===== src/hdl/albm_pkg.sv =====
// Package for the audio level LED bar meter: constants, state and command types.
// Used by the controller, the datapath and the top level.
`timescale 1ns / 1ps
package albm_pkg;
    localparam int NUM_LEDS = 60;
    localparam int FRAME_MAX = 1024;
    localparam int LED_W = 6;
    localparam int CNT_W = 11;
    localparam int SUM_W = 26;
    localparam int LVL_W = 24;
    localparam int COL_W = 26;
    localparam int DIV_W = 41;
    localparam int DIV_CNT_W = 6;
    localparam logic [3:0] CFG_THRESH = 4'd0;
    localparam logic [3:0] CFG_SPEED  = 4'd1;
    localparam logic [3:0] CFG_DECAY  = 4'd2;
    localparam logic [3:0] CFG_RED    = 4'd3;
    localparam logic [3:0] CFG_GREEN  = 4'd4;
    localparam logic [3:0] CFG_BLUE   = 4'd5;

    typedef enum logic [3:0] {
        ST_IDLE, ST_MEAN_START, ST_MEAN_WAIT, ST_LEVEL, ST_DECAY, ST_PEAK,
        ST_HGT_WAIT, ST_STEP_START, ST_STEP_WAIT, ST_WALK, ST_EMIT
    } state_t;

    typedef struct packed {
        logic accum;
        logic clear_frame;
        logic div_mean;
        logic level;
        logic decay;
        logic peak;
        logic div_height;
        logic div_step;
        logic walk;
        logic emit_load;
        logic emit_next;
        logic zero_peak;
    } cmd_t;

    typedef struct packed {
        logic div_busy;
        logic quiet;
        logic need_div;
        logic last_led;
    } stat_t;
endpackage


===== src/hdl/audio_level_led_bar_meter_top.sv =====
// Audio level LED bar meter: input samples on s_axis, configuration on cfg_,
// and one result per LED on m_axis. Top level; depends on albm_pkg.
//
// Usage:
//  - s_tdata[15:0] is a signed sample; s_tuser flags the frame's last sample.
//  - s_tready stays high after a sample without the frame flag.
//  - At the frame end the block runs a shared divider up to three times
//    (mean, bar height, color step); the height and step divisions are
//    skipped when not needed. Then NUM_LEDS requests are issued, one per
//    cycle while m_tready is high.
//  - A frame that is silent now and in the two previous frames emits nothing;
//    s_tready returns once the mean division ends.
//  - s_tready is low from the frame end until the last LED request is taken.
//  - A stalled receiver holds the current request; nothing is lost.
//  - Reset restores the register defaults, clears the level history and peak
//    and sets the color to full red.
//  - cfg_index picks the register; writes are always accepted.
`timescale 1ns / 1ps
module audio_level_led_bar_meter_top import albm_pkg::*; (
    input  logic        aclk,
    input  logic        aresetn,
    input  logic        s_tvalid,
    output logic        s_tready,
    input  logic [15:0] s_tdata,   // sample
    input  logic        s_tuser,   // frame_end
    output logic        m_tvalid,
    input  logic        m_tready,
    output logic [31:0] m_tdata,   // led_index, red, green, blue (from bit 0)
    output logic        m_tlast,   // last_led
    input  logic        cfg_valid,
    output logic        cfg_ready,
    input  logic [3:0]  cfg_index,
    input  logic [15:0] cfg_data
);
    cmd_t cmd;
    stat_t stat;
    logic [LED_W-1:0] led_index;
    logic [7:0] red, green, blue;

    assign cfg_ready = 1'b1;

    albm_ctrl u_ctrl (
        .aclk(aclk), .aresetn(aresetn),
        .in_fire(s_tvalid & s_tready), .in_last(s_tuser),
        .out_fire(m_tvalid & m_tready), .stat(stat),
        .in_ready(s_tready), .out_valid(m_tvalid), .cmd(cmd)
    );

    albm_dp u_dp (
        .aclk(aclk), .aresetn(aresetn), .cmd(cmd), .stat(stat),
        .sample(s_tdata), .cfg_fire(cfg_valid & cfg_ready),
        .cfg_index(cfg_index), .cfg_value(cfg_data),
        .led_index(led_index), .red(red), .green(green), .blue(blue),
        .last_led(m_tlast)
    );

    assign m_tdata = {2'b0, blue, green, red, led_index};
endmodule


===== src/hdl/albm_ctrl.sv =====
// Controller state machine for the meter: sequences the frame-end work.
// Depends on albm_pkg.
`timescale 1ns / 1ps
module albm_ctrl import albm_pkg::*; (
    input  logic  aclk,
    input  logic  aresetn,
    input  logic  in_fire,
    input  logic  in_last,
    input  logic  out_fire,
    input  stat_t stat,
    output logic  in_ready,
    output logic  out_valid,
    output cmd_t  cmd
);
    state_t state_reg, state_next;

    always_ff @(posedge aclk) begin
        if (!aresetn) state_reg <= ST_IDLE;
        else state_reg <= state_next;
    end

    always_comb begin
        state_next = state_reg;
        cmd = '0;
        in_ready = 1'b0;
        out_valid = 1'b0;
        unique case (state_reg)
            ST_IDLE: begin
                in_ready = 1'b1;
                if (in_fire) begin
                    cmd.accum = 1'b1;
                    if (in_last) state_next = ST_MEAN_START;
                end
            end
            ST_MEAN_START: begin
                cmd.div_mean = 1'b1;
                state_next = ST_MEAN_WAIT;
            end
            ST_MEAN_WAIT: begin
                if (!stat.div_busy) begin
                    cmd.clear_frame = 1'b1;
                    if (stat.quiet) begin
                        cmd.zero_peak = 1'b1;
                        state_next = ST_IDLE;
                    end else begin
                        state_next = ST_LEVEL;
                    end
                end
            end
            ST_LEVEL: begin
                cmd.level = 1'b1;
                state_next = ST_DECAY;
            end
            ST_DECAY: begin
                cmd.decay = 1'b1;
                state_next = ST_PEAK;
            end
            ST_PEAK: begin
                cmd.peak = 1'b1;
                if (stat.need_div) begin
                    cmd.div_height = 1'b1;
                    state_next = ST_HGT_WAIT;
                end else begin
                    state_next = ST_WALK;
                end
            end
            ST_HGT_WAIT: if (!stat.div_busy) state_next = ST_STEP_START;
            ST_STEP_START: begin
                cmd.div_step = 1'b1;
                state_next = ST_STEP_WAIT;
            end
            ST_STEP_WAIT: if (!stat.div_busy) state_next = ST_WALK;
            ST_WALK: begin
                cmd.walk = 1'b1;
                cmd.emit_load = 1'b1;
                state_next = ST_EMIT;
            end
            ST_EMIT: begin
                out_valid = 1'b1;
                if (out_fire) begin
                    cmd.emit_next = 1'b1;
                    if (stat.last_led) state_next = ST_IDLE;
                end
            end
            default: state_next = ST_IDLE;
        endcase
    end
endmodule


===== src/hdl/albm_dp.sv =====
// Datapath for the meter: accumulators, level and peak registers, a shared
// restoring divider, color walk and LED output counter. Depends on albm_pkg.
`timescale 1ns / 1ps
module albm_dp import albm_pkg::*; (
    input  logic                aclk,
    input  logic                aresetn,
    input  cmd_t                cmd,
    output stat_t               stat,
    input  logic signed [15:0]  sample,
    input  logic                cfg_fire,
    input  logic [3:0]          cfg_index,
    input  logic [15:0]         cfg_value,
    output logic [LED_W-1:0]    led_index,
    output logic [7:0]          red,
    output logic [7:0]          green,
    output logic [7:0]          blue,
    output logic                last_led
);
    logic [14:0] thresh_reg;
    logic [15:0] speed_reg, decay_reg;
    logic [SUM_W-1:0] sum_reg;
    logic [CNT_W-1:0] cnt_reg;
    logic [LVL_W-1:0] prev_reg, older_reg, peak_reg, mean_reg;
    logic [LVL_W-1:0] level_reg;
    logic signed [COL_W-1:0] cr_reg, cg_reg, cb_reg;
    logic [LED_W-1:0] height_reg, idx_reg;
    logic [16:0] step_reg;
    logic silent_reg;
    logic [7:0] or_reg, og_reg, ob_reg;

    // Restoring divider, one quotient bit per cycle.
    logic [DIV_W-1:0] dq_reg;
    logic [LVL_W:0] dd_reg;
    logic [LVL_W:0] drem_reg;
    logic [DIV_CNT_W-1:0] dcnt_reg;
    logic dbusy_reg;
    logic [LVL_W+1:0] dtrial;
    logic [DIV_W-1:0] dvd_next;
    logic [LVL_W:0] dvs_next;
    logic dstart;

    logic [15:0] mag;
    logic [LVL_W+2:0] lvl_sum;
    logic [LVL_W-1:0] lvl_sat;
    logic [LVL_W+15:0] dprod;
    logic [15:0] dec;
    logic [LVL_W-1:0] peak_dec;
    logic [LVL_W-1:0] peak_max;
    logic [LVL_W+15:0] sprod;

    assign mag = sample[15] ? 16'(-sample) : sample;
    assign dtrial = {drem_reg, dq_reg[DIV_W-1]} - {1'b0, dd_reg};
    assign dstart = cmd.div_mean | cmd.div_height | cmd.div_step;
    assign lvl_sum = {2'b0, mean_reg, 1'b0} + 27'(3 * {3'b0, prev_reg}) + 27'd2;
    assign lvl_sat = lvl_sum[LVL_W+2] ? {LVL_W{1'b1}} : lvl_sum[LVL_W+1:2];
    assign dprod = decay_reg * level_reg + 40'(1 << 23);
    assign dec = dprod[LVL_W+15:24];
    assign peak_dec = ({8'b0, dec} >= peak_reg) ? '0 : peak_reg - {8'b0, dec};
    // The height division starts in the same cycle that raises the peak.
    assign peak_max = (level_reg > peak_reg) ? level_reg : peak_reg;
    assign sprod = level_reg * speed_reg;

    always_comb begin
        dvd_next = '0;
        dvs_next = '0;
        if (cmd.div_mean) begin
            dvd_next = DIV_W'({sum_reg, 8'b0});
            dvs_next = (cnt_reg == '0) ? 25'd1 : 25'(cnt_reg);
        end else if (cmd.div_height) begin
            dvd_next = DIV_W'(NUM_LEDS * 32'(level_reg));
            dvs_next = {1'b0, peak_max};
        end else begin
            dvd_next = {sprod, 1'b0} + DIV_W'(peak_reg);
            dvs_next = {peak_reg, 1'b0};
        end
    end

    function automatic logic [7:0] col_out(input logic signed [COL_W-1:0] v);
        logic [COL_W-16:0] r;
        r = 11'((v + 26'sd32768) >>> 16);
        if (v < 0) return 8'd0;
        if (v > 26'sd16744447) return 8'd255;
        return r[7:0];
    endfunction

    function automatic logic signed [COL_W-1:0] sat_add(
        input logic signed [COL_W-1:0] a, input logic signed [17:0] b);
        logic signed [COL_W:0] s;
        s = 27'(a) + 27'(b);
        if (s > 27'sd33554431) return 26'sd33554431;
        if (s < -27'sd33554432) return {1'b1, {(COL_W-1){1'b0}}};
        return s[COL_W-1:0];
    endfunction

    always_ff @(posedge aclk) begin
        logic signed [COL_W-1:0] r, g, b;
        logic signed [17:0] st;
        if (!aresetn) begin
            thresh_reg <= 15'd328; speed_reg <= 16'd32768; decay_reg <= 16'd1678;
            sum_reg <= '0; cnt_reg <= '0;
            prev_reg <= '0; older_reg <= '0; peak_reg <= '0;
            cr_reg <= 26'(255 << 16); cg_reg <= '0; cb_reg <= '0;
            dbusy_reg <= 1'b0; idx_reg <= '0;
        end else begin
            if (cfg_fire) begin
                unique case (cfg_index)
                    CFG_THRESH: thresh_reg <= cfg_value[14:0];
                    CFG_SPEED:  speed_reg <= cfg_value;
                    CFG_DECAY:  decay_reg <= cfg_value;
                    CFG_RED:    cr_reg <= 26'({cfg_value[7:0], 16'b0});
                    CFG_GREEN:  cg_reg <= 26'({cfg_value[7:0], 16'b0});
                    CFG_BLUE:   cb_reg <= 26'({cfg_value[7:0], 16'b0});
                    default: ;
                endcase
            end
            if (cmd.accum && cnt_reg < CNT_W'(FRAME_MAX)) begin
                sum_reg <= sum_reg + SUM_W'(mag);
                cnt_reg <= cnt_reg + 1'b1;
            end
            if (dstart) begin
                dq_reg <= dvd_next; dd_reg <= dvs_next;
                drem_reg <= '0; dcnt_reg <= '0; dbusy_reg <= 1'b1;
            end else if (dbusy_reg) begin
                if (!dtrial[LVL_W+1]) drem_reg <= dtrial[LVL_W:0];
                else drem_reg <= {drem_reg[LVL_W-1:0], dq_reg[DIV_W-1]};
                dq_reg <= {dq_reg[DIV_W-2:0], ~dtrial[LVL_W+1]};
                dcnt_reg <= dcnt_reg + 1'b1;
                if (dcnt_reg == DIV_CNT_W'(DIV_W - 1)) dbusy_reg <= 1'b0;
            end
            if (cmd.clear_frame) begin
                sum_reg <= '0; cnt_reg <= '0;
                mean_reg <= dq_reg[LVL_W-1:0];
            end
            if (cmd.zero_peak) peak_reg <= '0;
            if (cmd.level) begin
                level_reg <= lvl_sat;
                older_reg <= prev_reg;
                prev_reg <= lvl_sat;
            end
            if (cmd.decay) begin
                peak_reg <= peak_dec;
                silent_reg <= level_reg < {1'b0, thresh_reg, 8'b0};
            end
            if (cmd.peak) begin
                height_reg <= '0;
                if (silent_reg) begin
                    step_reg <= 17'((32'(speed_reg) * 655 + 32768) >> 16);
                end else begin
                    step_reg <= '0;
                    if (level_reg > peak_reg) peak_reg <= level_reg;
                end
            end
            if (cmd.div_step) height_reg <= dq_reg[LED_W-1:0];
            if (cmd.walk) begin
                if (!silent_reg && (peak_reg != '0))
                    st = 18'(dq_reg[16:0]);
                else st = 18'(step_reg);
                r = cr_reg; g = cg_reg; b = cb_reg;
                if (r > 0 && b <= 0) begin r = sat_add(r, -st); g = sat_add(g, st); end
                if (g > 0 && r <= 0) begin g = sat_add(g, -st); b = sat_add(b, st); end
                if (b > 0 && g <= 0) begin b = sat_add(b, -st); r = sat_add(r, st); end
                cr_reg <= r; cg_reg <= g; cb_reg <= b;
                or_reg <= col_out(r); og_reg <= col_out(g); ob_reg <= col_out(b);
            end
            if (cmd.emit_load) idx_reg <= '0;
            else if (cmd.emit_next) idx_reg <= idx_reg + 1'b1;
        end
    end

    assign stat.div_busy = dbusy_reg;
    assign stat.quiet = (dq_reg[LVL_W-1:0] == '0) && (prev_reg == '0) && (older_reg == '0);
    assign stat.need_div = !silent_reg && ((peak_reg != '0) || (level_reg != '0));
    assign stat.last_led = (idx_reg == LED_W'(NUM_LEDS - 1));

    assign led_index = idx_reg;
    assign last_led = stat.last_led;
    assign red   = (idx_reg < height_reg) ? or_reg : 8'd0;
    assign green = (idx_reg < height_reg) ? og_reg : 8'd0;
    assign blue  = (idx_reg < height_reg) ? ob_reg : 8'd0;
endmodule


===== config.mk =====
export PLATFORM = sky130hd
export DESIGN_NAME = audio_level_led_bar_meter_top
export DESIGN_NICKNAME = d
export VERILOG_FILES = /design/src/hdl/albm_pkg.sv /design/src/hdl/audio_level_led_bar_meter_top.sv /design/src/hdl/albm_ctrl.sv /design/src/hdl/albm_dp.sv
export SDC_FILE = /design/constraint.sdc
export NUM_CORES = 2
export LEC_CHECK = 0
export BUFFER_PORTS_ARGS = -buffer_cell sky130_fd_sc_hd__buf_4
export CORE_MARGIN = 2
export CORE_UTILIZATION = 60
export DETAILED_ROUTE_END_ITERATION = 7
export PLACE_DENSITY = 0.82
export REMOVE_ABC_BUFFERS = 1
export SLEW_MARGIN = 5
export SYNTH_ARGS = -nofsm -noshare
export SYNTH_HDL_FRONTEND = slang
export SYNTH_SLANG_ARGS = --single-unit

===== constraint.sdc =====
create_clock -name aclk -period 23.5 [get_ports aclk]
set_clock_uncertainty 0.05 [all_clocks]
set_input_delay 0 -clock aclk [delete_from_list [all_inputs] [get_ports aclk]]
set_output_delay 0 -clock aclk [all_outputs]
set_load 0.03 [all_outputs]

==> summary.md <==
| Metric | Value |
|---|---|
| Wire length of the first global-routing pass | around 320000 µm |
| VDD IR max | ~0.000061 V |
| Count of nets left with antenna violations after detail routing | 0 |
| Simple-gate portion of the synthesized area | 17.8% |
| Root Buffer | sky130_fd_sc_hd__clkbuf_16 |
| Inserted Clock Buffers | 51 |
| Final nets | 9028 |
| Reg-to-reg critical path endpoint | u_dp.ob_reg[1]$_SDFFCE_PP0P_ |
| Initial antenna violation count | 13 |
| Final standard cell utilization of the core | between 60 and 70% |
| Floorplan Core Area | 0.107 mm² |
| Hpwl dp | 154000 µm |
| Sequential area share after synthesis | 16.4% |
| Number of cell instances on the worst register-to-register path | 53 |
| Adder-cell area share of the yosys netlist | 36.6% |
| Pin count of the biggest net entering global routing | 70 |
| CP endpoint kind | register |
| Final total negative setup slack | 0 ns |
| Post-route clock period utilization | 59.8% |
| EDFF count, synth | 187 |
| Dominant cell type by count on the critical path | sky130_fd_sc_hd__a21oi_1 |
| Reg-to-reg critical path startpoint | u_dp.peak_reg[10]$_SDFF_PN0_ |
| Post-synthesis compound-gate area fraction | 15.9% |
| Final setup vio count | 0 |
| Area Growth Syn to Fin | 6.32% |
| DIE HEIGHT | 331 µm |
| Number of buffer cells added on primary ports | 74 |
| Kind of start point of the critical path | register |
| Post-synthesis sequential element count | 432 |
| Final number of max-transition violations | 0 |
| Final hold slack | 0.0193 ns |
| Area used by sequential logic in the layout | 0.0105 mm² |
| Post-route DRC violation count | 34 |
| CTS tree | built |
| GP Congestion | 1.03 |
| Number of post-CTS setup repair buffers | 0 |
| Max reg flops | 41 |
| Overflow left after global routing | 0 |
| Class of the tightest hold or removal check | input port to register |
| Slowest stage cell on the critical path | sky130_fd_sc_hd__xor2_1 |
| Worst-skew pair later-pin latency | between 0.6 and 0.7 ns |
| Fraction of layout cells with a size suffix above 1 | ~4.8% |
| Type of the worst setup path | register to register |
| Total Wirelength | 201000 µm |
| Die Area | approximately 0.11 mm² |
| Number of non-filler instances in the completed layout | 9014 |
| Unrepaired setup endpoints after global routing | false |
| Number of placed cells counting well taps | between 8000 and 9000 |
| Number of cells upsized or downsized after cts | 0 |
| Boundary Pins | 78 |
| Combinational family with the most area after synthesis | adder cells |
| Starting density of the core | around 60% |
| Number of synthesis warnings | 0 |
| Total standard cell area after synthesis | 0.0643 mm² |
| Largest fanout on the critical path | 60 |
| Row count | 120 |
| Number of violations reported at the end of detailed-routing iteration 0 | 5921 |
| Cells after Synth | around 7700 |
| Maximum single-stage delay on the critical path | 0.70 ns |
| XOR/XNOR Fraction of Synth Area | 4.17% |
| Maximum root-to-sink buffer count | 3 |
| Total number of vias | 57049 |
| Power per Cell Area | approximately 47 mW/mm² |
| Filler cell count in the final layout | roughly 8700 |
| P_leak | roughly 0.031 µW |
| Failing checks | design-rule violations |
| Req. time, crit path | ~24 ns |
| Area fraction of the dominant cell type after synthesis | 23.0% |
| Ratio of routed vias to standard cells | 6.33 |
| Library cell with the largest summed area after synthesis | sky130_fd_sc_hd__fa_1 |
| Number of H-tree levels | 2 |
| Number of library cell types mapped by synthesis | 102 |
| Average cell area after synthesis | ~8.4 µm² |
| Minimum setup slack among reg-to-reg paths | between 9 and 10 ns |
| Number of detailed-routing iterations run before antenna repair | 8 |
| Max-cap viol count | 0 |
| Reg clk slew, reported paths | roughly 0.080 ns |
| Arr. time, crit path | 14.38 ns |
| Via count of the first global-routing pass | ~57000 |
| Headroom to the max-slew limit | between 10% and 20% |
| Ranking of synthesized cells by area | sky130_fd_sc_hd__fa_1, sky130_fd_sc_hd__ha_1, sky130_fd_sc_hd__edfxtp_1, sky130_fd_sc_hd__dfxtp_1, sky130_fd_sc_hd__nand2_1 |
| Post-layout min period | around 14 ns |
| Launch point of the worst path | u_dp.peak_reg[10]$_SDFF_PN0_ |
| Num Clock Sinks | 432 |
| Global-route usage over all layers | between 30% and 40% |
| Area of the multi-input gates | just under 0.05 mm² |
| Number of hold-slack violations in the final timing report | 0 |
| Result of the run | finished with violations |
| Highest achievable clock rate | between 0.07 and 0.08 GHz |
| Critical hold path startpoint | s_tdata[8] |
| Portion of netlist area occupied by mux cells | under 10% |
| Main synth FF type | sky130_fd_sc_hd__dfxtp_1 |
| Fraction of registers with async set or reset after synthesis | 0% |
| Wire length per cell | 22.3 µm |
| Die boundary width | 331 µm |
| End point of the critical path | u_dp.ob_reg[1]$_SDFFCE_PP0P_ |
| Worst Max-Slew Pin Slew | 1.31 ns |
[cells in the final DEF (no fill, tap or decap), drive strengths merged, types with 187 or more instances in the layout]
master,n
dfxtp,245
nor2,446
inv,1013
ha,689
edfxtp,187
nand2,1061
and2,277
fa,737
a21oi,472
o21ai,389
xnor2,217
[how the worst min path moves through the flow]
| stage | end | slack (ns) | depth (start not counted) |
|---|---|---|---|
| 3_5_place_dp | u_dp.decay_reg[10]$_SDFFE_PN1P_ | 0.20 | 3 |
| 5_1_grt | u_dp.sum_reg[7]$_SDFFE_PP0P_ | 0.06 | 6 |
| 6_report | u_dp.sum_reg[8]$_SDFFE_PP0P_ | 0.02 | 6 |
| 3_3_place_gp | u_dp.decay_reg[10]$_SDFFE_PN1P_ | 0.20 | 3 |
| 4_1_cts | u_dp.sum_reg[8]$_SDFFE_PP0P_ | 0.003 | 6 |
| 2_1_floorplan | u_dp.cr_reg[16]$_SDFFE_PN1P_ | 0.01 | 1 |
[metrics by stage]
stage          worst slack [ns]  area (µm²)  total power, µW
3_3_place_gp              10.26       66000             2250
4_1_cts                    9.96       68300             3210
6_report                   9.44       68300             3250
5_1_grt                    8.32       68300             3430
3_5_place_dp              10.04       66000             2290
2_1_floorplan              9.51       62900             1880
[cell families (layout without fill, tap and decap cells)]
family | count (synthesis) | count (layout)
other | 2 | 11
AOI/OAI and AO/OA | 1600 | 1600
DFF | 432 | 432
buffers and inverters | 1373 | 1318
muxes | 69 | 69
and+or+nand+nor | 2435 | 2435
adders and majority gates | 1440 | 1440
xor gates and xnor gates | 306 | 306
[cells in the mapped netlist (41+ instances only)]
library cell / count
sky130_fd_sc_hd__a211oi_1: 87
sky130_fd_sc_hd__fa_1: 737
sky130_fd_sc_hd__clkbuf_1: 327
sky130_fd_sc_hd__nand2b_1: 55
sky130_fd_sc_hd__nand4_1: 44
sky130_fd_sc_hd__a21o_1: 93
sky130_fd_sc_hd__xnor2_1: 217
sky130_fd_sc_hd__dfxtp_1: 245
sky130_fd_sc_hd__ha_1: 689
sky130_fd_sc_hd__nor3_1: 103
sky130_fd_sc_hd__inv_1: 1009
sky130_fd_sc_hd__o21bai_1: 50
sky130_fd_sc_hd__o211ai_1: 51
sky130_fd_sc_hd__a21oi_1: 471
sky130_fd_sc_hd__or3_1: 48
sky130_fd_sc_hd__nor4_1: 41
sky130_fd_sc_hd__a21boi_0: 44
sky130_fd_sc_hd__mux2i_1: 53
sky130_fd_sc_hd__o31ai_1: 46
sky130_fd_sc_hd__nand3_1: 125
sky130_fd_sc_hd__nand2_1: 1060
sky130_fd_sc_hd__nor2b_1: 58
sky130_fd_sc_hd__and2_1: 276
sky130_fd_sc_hd__edfxtp_1: 187
sky130_fd_sc_hd__and3_1: 47
sky130_fd_sc_hd__o21ai_0: 380
sky130_fd_sc_hd__o21a_1: 74
sky130_fd_sc_hd__a31oi_1: 49
sky130_fd_sc_hd__nor2_1: 446
sky130_fd_sc_hd__xor2_1: 89
[layer usage]
layer | GRT usage (%) | wire [µm]
met5 | 0 | 97
met4 | 16.0 | 10100
met3 | 8.58 | 23700
met2 | 57.0 | 89100
met1 | 47.8 | 77700
[power by group]
group          internal [µW]  switching, µW  leakage (µW)  total (µW)
combinational            545            876        0.0264        1420
sequential               854           57.1       0.00370         911
clock                    534            380      0.000928         914
[worst max-delay path, delay by kind of cell, from the launching register on]
kind | cells | cell delay (ns)
simple gates | 14 | 3.33
fa+ha+maj | 3 | 0.90
buf+inv | 5 | 1.49
flops | 1 | 0.40
compound gates | 28 | 6.01
mux | 2 | 0.85
xor+xnor | 1 | 0.70
[cell type report]
type	instances	share of cell area, %
Antenna cell	8	0.0293
Clock buffer	61	2.06
Clock inverter	35	0.734
Inverter	1011	5.56
Multi-Input combinational cell	5853	71.2
Sequential cell	432	15.4
Tap cell	1403	2.57
Timing Repair Buffer	211	2.45
[repair_timing]
item,in CTS,in global routing
hold buffers,36,0
hold endpoints to repair,106,0
setup endpoints to repair,0,0
No activity file was read; power rests on OpenSTA's default activity.
